**config.mk**
```make
export PLATFORM = sky130hd
export DESIGN_NAME = wssm_ctrl
export DESIGN_NICKNAME = d
export VERILOG_FILES = /design/src/sv/wssm_pkg.sv /design/src/sv/wssm_ctrl.sv
export SDC_FILE = /design/constraint.sdc
export NUM_CORES = 1
export LEC_CHECK = 0
export ABC_AREA = 1
export BUFFER_PORTS_ARGS = -buffer_cell sky130_fd_sc_hd__buf_2
export CAP_MARGIN = 20
export CORE_AREA = 2 2 39 41
export DETAILED_ROUTE_END_ITERATION = 12
export DIE_AREA = 0 0 41 43
export PLACE_DENSITY_LB_ADDON = 0.05
export SKIP_CTS_REPAIR_TIMING = 1
export SLEW_MARGIN = 15
export SYNTH_ARGS = -nofsm -noshare
export SYNTH_HDL_FRONTEND = slang
export SYNTH_SLANG_ARGS = --single-unit
```
**constraint.sdc**
```tcl
create_clock -name i_clk -period 3.4 [get_ports i_clk]
set_input_delay 0.17 -clock i_clk [delete_from_list [all_inputs] [get_ports i_clk]]
set_output_delay 0.17 -clock i_clk [all_outputs]
set_load 0.02 [all_outputs]
```
**src/sv/wssm_pkg.sv**
```systemverilog
// ----------------------------------------------------------------------------
// wssm_pkg
// shared constants, register indexes and controller/datapath signal groups
// ----------------------------------------------------------------------------
package wssm_pkg;

    // capacity of one measurement window
    localparam int WINDOW_MAX = 256;
    localparam int COUNT_W    = $clog2(WINDOW_MAX + 1);
    localparam int SLOT_W     = $clog2(WINDOW_MAX);

    // field widths
    localparam int ADDR_W   = 32;
    localparam int PSIZE_W  = 17;
    localparam int WSIZE_W  = 9;
    localparam int OUT_W    = 9;
    localparam int CFG_IDX_W = 1;
    localparam int DIV_CNT_W = $clog2(ADDR_W + 1);

    // configuration register indexes
    localparam logic [CFG_IDX_W-1:0] CFG_PAGE_SIZE   = 1'b0;
    localparam logic [CFG_IDX_W-1:0] CFG_WINDOW_SIZE = 1'b1;

    // reset values of the configuration registers
    localparam logic [PSIZE_W-1:0] PAGE_SIZE_RST   = PSIZE_W'(4096);
    localparam logic [WSIZE_W-1:0] WINDOW_SIZE_RST = WSIZE_W'(16);

    // commands from the controller
    typedef struct packed {
        logic div_start;   // request accepted: load address, start divide
        logic scan_start;  // quotient ready: walk the stored pages
        logic commit;      // update counters, store page, maybe close window
    } t_ctrl_cmd;

    // status back to the controller
    typedef struct packed {
        logic div_busy;
        logic scan_busy;
        logic close;       // this request closes the window
        logic out_free;    // output register can take a result now
    } t_ctrl_sts;

endpackage

```
**src/sv/wssm_ctrl.sv**
```systemverilog
// ----------------------------------------------------------------------------
// wssm_ctrl
// sequencer: accept, divide, scan stored pages, commit
// ----------------------------------------------------------------------------
module wssm_ctrl
    import wssm_pkg::*;
(
    input  logic      i_clk,
    input  logic      i_rst_n,
    input  logic      i_valid,
    input  t_ctrl_sts i_sts,
    output t_ctrl_cmd o_cmd,
    output logic      o_stall
);

    localparam logic [1:0] ST_IDLE = 2'd0;
    localparam logic [1:0] ST_DIV  = 2'd1;
    localparam logic [1:0] ST_SCAN = 2'd2;
    localparam logic [1:0] ST_UPD  = 2'd3;

    logic [1:0] r_state;
    logic [1:0] n_state;

    always_comb begin
        n_state = r_state;
        o_cmd   = '0;
        unique case (r_state)
            ST_IDLE: begin
                if (i_valid) begin
                    o_cmd.div_start = 1'b1;
                    n_state         = ST_DIV;
                end
            end
            ST_DIV: begin
                if (!i_sts.div_busy) begin
                    o_cmd.scan_start = 1'b1;
                    n_state          = ST_SCAN;
                end
            end
            ST_SCAN: begin
                if (!i_sts.scan_busy) begin
                    n_state = ST_UPD;
                end
            end
            ST_UPD: begin
                // a closing request waits for room in the output register
                if (!i_sts.close || i_sts.out_free) begin
                    o_cmd.commit = 1'b1;
                    n_state      = ST_IDLE;
                end
            end
        endcase
    end

    always_ff @(posedge i_clk) begin
        if (!i_rst_n) begin
            r_state <= ST_IDLE;
        end else begin
            r_state <= n_state;
        end
    end

    assign o_stall = (r_state != ST_IDLE);

endmodule

```
== Word level (Yosys, flattened, before mapping) ==
Index checks and enable logic that the tools add are counted.

* Bits in registers: 2
* Bits in latches: 0
* RAM bits: 0
* ROM bits: 0
* Input port bits: 7
* Output and inout port bits: 4
* Word-level logic and storage cells: 24
* Memories kept: 0

* Add/sub/neg operators: 0
* Multiply operators: 0
* Divide/modulo/power cells: 0
* $lt $le $gt $ge: 0
* Equal/unequal tests: 7
* Shift-type cells: 0
* Muxes and demuxes: 11
* Bitwise operators: 0
* Reduce and logical (&&, ||, !) cells: 5

{| class="wikitable"
|+ Operators with widths
! cell !! number
|-
| two-way mux 2 bit || 4
|-
| != test 2 bit, second input constant || 4
|-
| one-hot mux 2 bit (4 select lines) || 1
|-
| two-way mux 1 bit || 6
|-
| == test 2 bit, second input constant || 2
|-
| AND reduction 4 bit || 1
|-
| == test 2 x 1 -> 1 bit, second input constant || 1
|-
| logical NOT 2 bit || 1
|-
| nonzero test 2 bit || 1
|-
| logical NOT 1 bit || 1
|-
| logical OR 1 bit || 1
|}

== Longest topological paths before layout ==
* Word-level depth: 4
* Mapped depth: 8

== Least setup slack after synthesis ==
Ideal clock, no wire load.

* Kind: flip-flop to output port
* Start point: register r_state[0]
* End point: output port o_cmd[0] (netlist name)
* Data arrival time: 1.056 ns
* Data required time: 3.230 ns
* Slack: 2.174 ns
* Cell stages (with the launch flop): 3
* Path buffers: 0
* Cell sequence: dfxtp_1 ha_1 a21boi_0

{| class="wikitable"
|+ RTL lines
! what !! line !! source
|-
| from (decl) || wssm_ctrl.sv:21 || <nowiki>logic [1:0] r_state;</nowiki>
|-
| from (signal assigned) || wssm_ctrl.sv:59 || <nowiki>r_state <= n_state;</nowiki>
|-
| to (decl) || wssm_ctrl.sv:12 || <nowiki>output t_ctrl_cmd o_cmd,</nowiki>
|}

==> impl_metrics.ini <==
[hold_path]
worstHoldPathType = input pin to flip-flop

[cts]
clk_path_buf_depth = 2
cts-root-buf = clkbuf_4
h-tree-depth = 1
cts_buffers = 3
clkLatencyLatePin_ns = 0.22
cts.clk_slew.worst_paths_ns = 0.03
cts_sinks = 2
cts_tree = yes

[finish]
fillers = 162
stdcell_count = 64
largest_reg_flops = 2
n_antenna_cell = 0
largest-register = r_state
finish.utilization = 0.228
reg.largest.list = r_state: 2 flops
seqCellArea_um2 = 40.0
multiInputGateArea_um2 = 149
nNetsFinal = 61
drive_gt1_frac = 0.375
syn2layout_area_growth_pct = 41.6

[floorplanning]
die_height_um = 43
floorplan.initialDensity = 0.161
core.rowCount = 14
die_area_um2 = 1760
core_um2 = 1380
die_x_um = 41
ios = 11

[global_route]
grt_pass1_vias = 222
grt_max_degree = 5
grt.total_usage = 0.0640
grt_first_pass_wirelength_um = 731
antenna_found_initial = 0
grt-ovfl-total = 0

[drt]
routedWlPerCell_um = 7.34
ant_nets = 0
routed_wl_um = 470
dr.pass1.iters = 2
drc = 0
drt_iter0_markers = 3
vias = 229
via_per_inst = 3.58

[setup_path]
endpoint_kind = output pin
critPathKind = flip-flop to output pin
worstPathMaxFanout = 4
critPathLaunchType = flip-flop
required_ns = 3.23
reg2reg_slack_ns = 2.23
cp.arrival_ns = 1.16

[status]
outcome = complete, no violations

[place]
io_buffers = 10
dp_hpwl_um = 421
place_congestion = 0.626
placed_cells = 61

[timing]
slew_viol_final = 0
worst_pin_slew_ns = 0.155
maxSlewHeadroom = 0.897
finalSetupTns_ns = 0
holdWs_ns = 0.195
layout_min_cycle_time_ns = 1.33
fin_worst_skew_ns = 0.00351
hold_viol = 0
rsz0062_at_grt = false
setup_viol = 0
max_freq_ghz = 0.752
period_share = 0.391

[logic_synthesis]
ys_seq_area_frac = 0.180
synth_nets = 46
ys_warn_count = 0
syn_avg_cell_area_um2 = 6.36
synth_area_um2 = 223
syn_inst = 35
ys_types = 11
synth_seq_cells = 2

[pwr]
power_leakage_nw = 0.196
p_total_uw = 258
peakVddDrop_mv = 0.282
pwr_density_cell_nw_per_um2 = 819

[flow_run]
drv_cap = 0
[kinds of logic (layout without fill, tap and decap cells)]
family,count (synthesis),in the layout,synth area share
compound gates,1,1,0.0337
simple gates,19,19,0.410
buf+inv,9,22,0.152
fa+ha+maj,4,4,0.225
flops,2,2,0.180
[worst max-delay path, stage by stage, from the launching register on]
cell and delay, ns:
dfxtp_1 0.36, inv_1 0.08, ha_1 0.25, nand2_1 0.07, inv_1 0.03, buf_2 0.14
[stage by stage]
step | setup WS (ns) | cell area, um^2
after floorplan | 2.17 | 223
final | 2.07 | 315
after detailed placement | 2.21 | 293
after CTS | 2.05 | 315
after global routing | 1.98 | 315
after global placement | 2.21 | 293
[metal layers]
metal  vias up  global-route usage  wire, um
met2         5               0.106       251
met5         -                   0         0
met4         0              0.0400         0
li1        128                   -         -
met1        96              0.0571       187
met3         0              0.0314        31
[cells in the mapped netlist]
| master | instances | share of area |
|---|---|---|
| a21boi_0 | 1 | 0.034 |
| nand2_1 | 6 | 0.10 |
| ha_1 | 4 | 0.22 |
| nand4_1 | 1 | 0.028 |
| inv_1 | 9 | 0.15 |
| nor2_2 | 1 | 0.028 |
| nand2_2 | 3 | 0.084 |
| nand3_1 | 1 | 0.022 |
| dfxtp_1 | 2 | 0.18 |
| nor2_1 | 6 | 0.10 |
| nand3_2 | 1 | 0.045 |
[layout make-up]
cell class              count  share of cell area
inverters                   9               0.107
clock buffers               3              0.0714
multi-input cells          24               0.472
well taps                  16              0.0635
repair buffers             10               0.159
flip-flops and latches      2               0.127
[cells in the final DEF, fill, tap and decap left out, drive strengths merged]
master and count:
buf 10, inv 9, nand2 9, nor2 7
ha 4, clkbuf 3, dfxtp 2, nand3 2
a21boi 1, nand4 1
[where the power goes]
group          internal [mW]  switching (mW)
Combinational         0.0630          0.0979
Sequential            0.0350          0.0106
Clock                 0.0389          0.0129
Total                  0.137           0.121
[final timing paths]
kind,from,to,cells past startpoint
max,r_state[0],o_cmd[2],5
min,i_rst_n,r_state[1],3
max reg2reg,r_state[0],r_state[1],7
min reg2reg,r_state[1],r_state[1],2
No activity file was read; power rests on OpenSTA's default activity.
